==> config.mk <==
export PLATFORM = sky130hd
export DESIGN_NAME = cordic_sine_cosine
export DESIGN_NICKNAME = d
export VERILOG_FILES = /design/src/rtl/core/csc_pkg.sv /design/src/rtl/core/csc_rotator.sv /design/src/rtl/core/csc_correct.sv /design/src/rtl/core/cordic_sine_cosine.sv
export SDC_FILE = /design/constraint.sdc
export NUM_CORES = 2
export LEC_CHECK = 0
export ABC_AREA = 1
export BUFFER_PORTS_ARGS = -buffer_cell sky130_fd_sc_hd__buf_2
export CAP_MARGIN = 20
export CORE_UTILIZATION = 48
export DETAILED_ROUTE_END_ITERATION = 12
export PLACE_DENSITY_LB_ADDON = 0.05
export REMOVE_ABC_BUFFERS = 1
export SYNTH_ARGS = -nofsm -noshare
export SYNTH_HDL_FRONTEND = slang
export SYNTH_SLANG_ARGS = --single-unit
export TNS_END_PERCENT = 100
==> constraint.sdc <==
create_clock -name clk -period 26.1 [get_ports clk]
set_clock_uncertainty 0.15 [all_clocks]
set_input_delay 5.22 -clock clk [delete_from_list [all_inputs] [get_ports clk]]
set_output_delay 5.22 -clock clk [all_outputs]
set_load 0.02 [all_outputs]
==> src/rtl/core/csc_pkg.sv <==
`timescale 1ns / 1ps
`default_nettype none
// ----------------------------------------------------------------------------
// csc_pkg
// Shared widths, constants, arctan table and stage record for the CORDIC
// sine/cosine pipeline.
// ----------------------------------------------------------------------------
package csc_pkg;

  localparam int unsigned STEPS     = 6;
  localparam int unsigned ANGLE_W   = 12;
  localparam int unsigned OUT_W     = 14;
  localparam int unsigned XY_W      = 16;
  localparam int unsigned Z_W       = 14;
  localparam int unsigned FRAC_BITS = 12;
  localparam int unsigned PROD_W    = XY_W + Z_W;

  localparam logic signed [XY_W-1:0] SEED_X = 16'sh09B7;

  typedef struct packed {
    logic                   valid;
    logic signed [XY_W-1:0] x;
    logic signed [XY_W-1:0] y;
    logic signed [Z_W-1:0]  z;
  } csc_vec_t;

  function automatic logic signed [Z_W-1:0] atan_entry(input int unsigned i);
    logic signed [Z_W-1:0] r;
    begin
      case (i)
        0:       r = 14'sd511;
        1:       r = 14'sd302;
        2:       r = 14'sd159;
        3:       r = 14'sd81;
        4:       r = 14'sd41;
        5:       r = 14'sd20;
        default: r = '0;
      endcase
      return r;
    end
  endfunction

endpackage
`default_nettype wire

==> src/rtl/core/csc_rotator.sv <==
`timescale 1ns / 1ps
`default_nettype none
// ----------------------------------------------------------------------------
// csc_rotator
// Rotation-mode CORDIC micro-rotations, one register stage per step.
// ----------------------------------------------------------------------------
module csc_rotator (
  input  wire logic                                clk,
  input  wire logic                                rst,
  input  wire logic                                adv,
  input  wire logic                                angle_valid,
  input  wire logic signed [csc_pkg::ANGLE_W-1:0]  angle,
  output csc_pkg::csc_vec_t                        vec_out
);

  csc_pkg::csc_vec_t seed;
  csc_pkg::csc_vec_t stg [csc_pkg::STEPS];

  always_comb begin
    seed.valid = angle_valid;
    seed.x     = csc_pkg::SEED_X;
    seed.y     = '0;
    seed.z     = csc_pkg::Z_W'(angle);
  end

  for (genvar k = 0; k < csc_pkg::STEPS; k++) begin : g_step
    csc_pkg::csc_vec_t src;
    csc_pkg::csc_vec_t stg_next;
    logic signed [csc_pkg::XY_W-1:0] xs;
    logic signed [csc_pkg::XY_W-1:0] ys;

    if (k == 0) begin : g_first
      assign src = seed;
    end else begin : g_rest
      assign src = stg[k-1];
    end

    always_comb begin
      xs             = src.x >>> k;
      ys             = src.y >>> k;
      stg_next.valid = src.valid;
      if (src.z < 0) begin
        stg_next.x = src.x + ys;
        stg_next.y = src.y - xs;
        stg_next.z = src.z + csc_pkg::atan_entry(k);
      end else begin
        stg_next.x = src.x - ys;
        stg_next.y = src.y + xs;
        stg_next.z = src.z - csc_pkg::atan_entry(k);
      end
    end

    always_ff @(posedge clk) begin
      if (rst) begin
        stg[k].valid <= 1'b0;
      end else if (adv) begin
        stg[k].valid <= stg_next.valid;
      end
      if (adv) begin
        stg[k].x <= stg_next.x;
        stg[k].y <= stg_next.y;
        stg[k].z <= stg_next.z;
      end
    end
  end

  assign vec_out = stg[csc_pkg::STEPS-1];

endmodule
`default_nettype wire

==> src/rtl/core/csc_correct.sv <==
`timescale 1ns / 1ps
`default_nettype none
// ----------------------------------------------------------------------------
// csc_correct
// Linear correction by the leftover residual: one product stage, one sum
// stage that also serves as the output register.
// ----------------------------------------------------------------------------
module csc_correct (
  input  wire logic                              clk,
  input  wire logic                              rst,
  input  wire logic                              adv,
  input  wire csc_pkg::csc_vec_t                 vec_in,
  output logic                                   result_valid,
  output logic signed [csc_pkg::OUT_W-1:0]       sine,
  output logic signed [csc_pkg::OUT_W-1:0]       cosine
);

  logic                               p_valid;
  logic signed [csc_pkg::XY_W-1:0]    p_x;
  logic signed [csc_pkg::XY_W-1:0]    p_y;
  logic signed [csc_pkg::PROD_W-1:0]  p_zx;
  logic signed [csc_pkg::PROD_W-1:0]  p_zy;

  always_ff @(posedge clk) begin
    if (rst) begin
      p_valid <= 1'b0;
    end else if (adv) begin
      p_valid <= vec_in.valid;
    end
    if (adv) begin
      p_x  <= vec_in.x;
      p_y  <= vec_in.y;
      p_zx <= vec_in.z * vec_in.x;
      p_zy <= vec_in.z * vec_in.y;
    end
  end

  // only the low output bits are kept, so narrow operands suffice
  always_ff @(posedge clk) begin
    if (rst) begin
      result_valid <= 1'b0;
    end else if (adv) begin
      result_valid <= p_valid;
    end
    if (adv) begin
      sine   <= p_y[csc_pkg::OUT_W-1:0]
              + p_zx[csc_pkg::FRAC_BITS+csc_pkg::OUT_W-1:csc_pkg::FRAC_BITS];
      cosine <= p_x[csc_pkg::OUT_W-1:0]
              - p_zy[csc_pkg::FRAC_BITS+csc_pkg::OUT_W-1:csc_pkg::FRAC_BITS];
    end
  end

endmodule
`default_nettype wire

==> src/rtl/core/cordic_sine_cosine.sv <==
`timescale 1ns / 1ps
`default_nettype none
// ----------------------------------------------------------------------------
// cordic_sine_cosine
// Six-step rotation-mode CORDIC sine/cosine of a signed 12-bit angle in units of 2^-12 turn.
//
//   channel  | handshake                   | payload
//   ---------+-----------------------------+-------------------------
//   angle    | angle_valid / angle_stall   | angle  (s12)
//   result   | result_valid / result_stall | sine (s14), cosine (s14)
//
// One transfer per cycle in and out while the output is not stalled. There is
// one stage per CORDIC step, one product stage and one sum stage that is
// the output register. The whole pipeline advances together; it freezes only
// while a held result is stalled, and angle_stall follows that condition.
// Reset clears the valid bits only; the data registers are not reset.
// ----------------------------------------------------------------------------
module cordic_sine_cosine (
  input  wire logic                               clk,
  input  wire logic                               rst,
  input  wire logic                               angle_valid,
  output logic                                    angle_stall,
  input  wire logic signed [csc_pkg::ANGLE_W-1:0] angle,
  output logic                                    result_valid,
  input  wire logic                               result_stall,
  output logic signed [csc_pkg::OUT_W-1:0]        sine,
  output logic signed [csc_pkg::OUT_W-1:0]        cosine
);

  logic              adv;
  csc_pkg::csc_vec_t rot_vec;

  assign adv         = !(result_valid && result_stall);
  assign angle_stall = !adv;

  csc_rotator u_rotator (
    .clk         (clk),
    .rst         (rst),
    .adv         (adv),
    .angle_valid (angle_valid),
    .angle       (angle),
    .vec_out     (rot_vec)
  );

  csc_correct u_correct (
    .clk          (clk),
    .rst          (rst),
    .adv          (adv),
    .vec_in       (rot_vec),
    .result_valid (result_valid),
    .sine         (sine),
    .cosine       (cosine)
  );

  a_reset_empty: assert property (@(posedge clk) rst |=> !result_valid)
    else $error("result valid straight after reset");

  a_empty_no_stall: assert property (@(posedge clk) disable iff (rst)
    !result_valid |-> !angle_stall)
    else $error("input held back with empty output");

  a_latency: assert property (@(posedge clk) disable iff (rst)
    (angle_valid && !angle_stall) ##1 !angle_stall ##1 !angle_stall
      ##1 !angle_stall ##1 !angle_stall ##1 !angle_stall ##1 !angle_stall
      ##1 !angle_stall
      |=> result_valid)
    else $error("accepted angle did not reach the output");

endmodule
`default_nettype wire
# Word level (Yosys, flattened, before mapping)
# Memories as Yosys holds them, arrays and structs flattened.
# Cells that the tools add are included.
op_classes:
  bitwise_logic: 6
  mul: 2
  n_lt_le_gt_ge: 6
  mux: 17
  n_addsub: 34
  reduce_logical: 1
ops:
  columns: ["operator", "count"]
  rows:
  - ["$mux W46", 5]
  - ["$lt A14 B1 Y1 const B", 5]
  - ["$mul A14 B16 Y26", 2]
  - ["$add A16 B11 Y16", 2]
  - ["$add A16 B12 Y16", 2]
  - ["$add A16 B13 Y16", 2]
  - ["$add A16 B14 Y16", 2]
  - ["$add A16 B15 Y16", 2]
  - ["$sub A16 B11 Y16", 2]
  - ["$sub A16 B12 Y16", 2]
  - ["$sub A16 B13 Y16", 2]
  - ["$sub A16 B14 Y16", 2]
  - ["$sub A16 B15 Y16", 2]
  - ["$mux W30", 1]
  - ["$add A14 B10 Y14 const B", 1]
  - ["$add A14 B14 Y14", 1]
  - ["$add A14 B6 Y14 const B", 1]
  - ["$add A14 B7 Y14 const B", 1]
  - ["$add A14 B8 Y14 const B", 1]
  - ["$add A14 B9 Y14 const B", 1]
  - ["$sub A14 B10 Y14 const B", 1]
  - ["$sub A14 B14 Y14", 1]
  - ["$sub A14 B6 Y14 const B", 1]
  - ["$sub A14 B7 Y14 const B", 1]
  - ["8 further kinds", 23]
totals:
  ramBits: 282
  n_memories: 1
  reg_bits: 110
memory_table:
  columns: ["memory", "words", "width", "read_ports", "rd_clocked_by_memory_dff", "wr", "line_no", "source"]
  rows:
  - ["u_rotator.stg", 6, 47, 6, 0, 6, "csc_rotator.sv:17", "csc_pkg::csc_vec_t stg [csc_pkg::STEPS];"]

# Depth between registers and ports, before layout
logic_depth:
  ltp_word: 5
  ltp_mapped: 29
  ltp_nobuf: 27

# Cells and area by module
# A second synthesis with hierarchy kept.
unflattened:
  cells_unflattened: 4522
  area_unflattened_um2: 38245.4
by_module_without_submodules:
  columns: ["module", "cells_each", "area_per_inst_um2", "instances", "seq_area_each_um2"]
  rows:
  - ["csc_correct", 2537, 19966.6, 1, 2562.5]
  - ["csc_rotator", 1983, 18268.8, 1, 7417.1]
  - ["cordic_sine_cosine", 2, 10.0, 1, 0.0]

# Least setup slack after synthesis
# No wires, ideal clock.
synth_path:
  path_type: "input to output"
  from: "input port result_stall"
  to: "output port angle_stall"
  stages: 2
  arrival_ps: 13521
  path_slack_ps: 7209
  cell_sequence: "nand2_1 > inv_1"
synth_between:
  elab_chain_cells: 1
synth_lines:
  columns: ["item", "line_no", "source"]
  rows:
  - ["from (decl)", "cordic_sine_cosine.sv:25", "input wire logic result_stall,"]
  - ["$logic_and A1 B1 Y1", "cordic_sine_cosine.sv:33", "assign adv = !(result_valid && result_stall);"]
  - ["to (decl)", "cordic_sine_cosine.sv:22", "output logic angle_stall,"]
# No other way between the ends.

# Final worst setup path
# Ends and elaborated chain as after synthesis.

==> impl_metrics.toml <==
[status]
outcome = "finished clean"

[placement]
numPortBuffers = 45
dp_hpwl_mm = 68.15
place_area_sq_um = 39380
place_congestion = 0.8899

[setup_path]
critPathRequiredTime_ns = 20.73
crit_type = "in -> out"
rrSetupSlack_ns = 19.68
r2r_end = "u_correct.p_zy[25]"
end_kind = "output pin"
reg2regPathDepth = 20
cp_max_fo = 45
crit_slowest_cell = "nand2_4"
path_cells = "buf_2 -> nand2_4 -> inv_1 -> buf_2"
critPathLaunchType = "input port"
reg2reg_from = "u_rotator.stg[5][26]"
cp.arrival_ns = 6.06
path_common_cell = "buf_2"
cpPeakStageDelay_ns = 0.42

[min_path]
min_delay_worst_endpoint = "u_rotator.stg[5][0]"
holdCritPathClass = "reg -> reg"
min_path_cells = 0
hold_start = "u_rotator.stg[4][0]"

[finish]
register_area_sq_um = 9980
final_layout_size_suffix_gt1_frac = 0.03401
syn_to_final_growth_pct = 6.810
multiInputGateArea_sq_um = 23910
stdcell_area_sq_um = 40600
final_nets = 5233
fillers = 7463

[synth]
async_flop_share = 0
avgSynthCellArea_sq_um = 8.558
netlist_instances = 4442
yosysTopAreaCell = "edfxtp_1"
synth_area_sq_um = 38010
yosysSeqAreaShare = 0.2625
ys_types = 50
netlist.area_leader.share = 0.2615
ys_ff_latch = 333
ys_warn_count = 0
synth_area_leaders = "edfxtp_1, fa_1, ha_1"
synth_enable_flop_cells = 331
synth_ff_type = "edfxtp_1"

[cts]
cts_hold_buf = 0
cts_max_level = 2
cts_root_buffer = "clkbuf_16"
clk_latency_ns = 0.58
ctsResizeCount = 0
numCtsBuffers = 40
clock_sinks = 333
clockBufferDepth = 3
cts_tree = "yes"
clkSlewWorstSetupHoldPaths_ns = 0.05
post_cts_buffers = 0

[floorplanning]
fp.dieW_um = 283.4
fp-row-count = 102
die_area_sq_um = 80320
initial_core_util = 0.4883
dieHeight_um = 283.4
core_sq_um = 77850
io_pins = 46

[drt]
first_pass_iters = 5
drt-initial-drc-count = 1337
route.vias.total = 27726
via_per_inst = 5.005
ant_nets = 0
wl_per_cell_um = 15.70
drc = 0
finalWirelength_mm = 86.96

[sta]
setup_viol = 0
worst_slew_pin_slew_ns = 1.012
max_freq_mhz = 87.46
finalHoldViolations = 0
drv_slew = 0
timing.final.crit_share = 0.4381
rsz0062_at_grt = "false"
min_period_ns = 11.43
fin_setup_tns_ns = 0
slew_headroom = 0.3252

[job]
cap_violations = 0

[grt]
antenna_found_initial = 0
grt_pass1_vias = 28346
grt_max_degree = 77
grt_pass1_wl_mm = 144.7
grt_usage = 0.2229
grt_overflow_total = 0
[kinds of logic (layout without fill, tap and decap cells)]
family	after synthesis	count (layout)	share of synthesized area
flops	333	333	0.2625
buf+inv	1098	1152	0.1090
other cells	1	5	0.00009865
fa+ha+maj	749	749	0.3249
xor+xnor	316	316	0.07300
compound gates	529	529	0.07876
simple gates	1416	1416	0.1516
[cells in the mapped netlist (3+ instances only)]
cell and number:
o221ai_1 3, nand2_2 6, o211ai_1 3, o2111ai_1 13, nand4_1 18, buf_1 10, xor2_1 232, nor3_1 52
o21bai_1 16, a211oi_1 6, fa_1 397, a21o_1 28, a21boi_0 16, nor4_1 3, or2_2 13, nand3b_1 8
or2_1 3, edfxtp_1 331, o21ai_0 122, o21a_1 7, clkbuf_1 67, nand3_1 150, ha_1 352, nand2_1 947
xnor2_1 83, nor3_2 4, o31ai_1 15, o21ai_1 10, inv_1 1009, a21oi_1 259, buf_2 7, nor2_1 206
a31oi_1 22
[flip-flops by register name, indices dropped and copies added, names as in the netlist]
register	count
u_correct.p_y	14
u_rotator.stg	247
u_correct.p_zx	14
u_correct.p_valid	1
u_correct.p_zy	14
u_correct.result_valid	1
u_correct.p_x	14
u_correct.cosine	14
u_correct.sine	14
[cell type report]
class | count | share of cell area
diodes | 1 | 0.00006163
clock buffers | 55 | 0.02604
clock inverters | 18 | 0.003975
inverters | 1011 | 0.09346
multi-input cells | 3014 | 0.5888
flip-flops and latches | 333 | 0.2458
well taps | 1040 | 0.03205
repair buffers | 68 | 0.009799
[placed cells by master (no fill, tap or decap), types with 4 or more instances in the layout]
cell	synthesis	final
a211oi_1	6	6
a21boi_0	16	16
a21o_1	28	28
a21oi_1	259	259
a31oi_1	22	22
buf_2	7	45
buf_4	2	23
clkbuf_1	67	15
clkbuf_16	0	40
clkinv_1	0	9
clkinv_2	0	4
conb_1	1	4
edfxtp_1	331	331
fa_1	397	397
ha_1	352	352
inv_1	1009	1009
nand2_1	947	946
nand2_2	6	6
nand3_1	150	150
nand3b_1	8	8
nand4_1	18	18
nor2_1	206	206
nor3_1	52	52
nor3_2	4	4
o2111ai_1	13	13
o21a_1	7	7
o21ai_0	122	122
o21ai_1	10	10
o21bai_1	16	16
o31ai_1	15	15
or2_2	13	13
xnor2_1	83	83
xor2_1	232	232
[how the worst max path moves through the flow]
stage          cells past startpoint    startpoint  slack [ns]          end
2_1_floorplan                      2  result_stall        7.21  angle_stall
3_3_place_gp                       4  result_stall       14.64  angle_stall
3_5_place_dp                       4  result_stall       14.64  angle_stall
4_1_cts                            4  result_stall       14.64  angle_stall
5_1_grt                            4  result_stall       14.56  angle_stall
6_report                           4  result_stall       14.67  angle_stall
[routing by layer]
metal	vias to the layer above	wire length (um)	GRT usage
met5	-	0	0
met4	0	1906	0.05743
met3	117	2853	0.02387
met2	446	43800	0.4058
met1	13207	38390	0.2802
li1	13956	-	-
[worst max-delay path: cells and delay by family]
| family | cells | cell delay (ns) |
|---|---|---|
| buffers and inverters | 3 | 0.42 |
| and+or+nand+nor | 1 | 0.42 |
[through the flow]
step / instances / setup slack (ns) / hold slack, ns / utilization
after floorplan: 4358 / 7.209 / 0.2503 / -
after global placement: 5466 / 14.64 / 0.2549 / 0.5059
after detailed placement: 5466 / 14.64 / 0.2611 / 0.5059
after CTS: 5539 / 14.64 / 0.2919 / 0.5215
after global routing: 5539 / 14.56 / 0.3077 / 0.5215
final: 5540 / 14.67 / 0.2784 / 0.5216
Power is left out: the tool's default activity adds up to more than one toggle a clock period on the data nets, which glitch-free logic cannot reach.
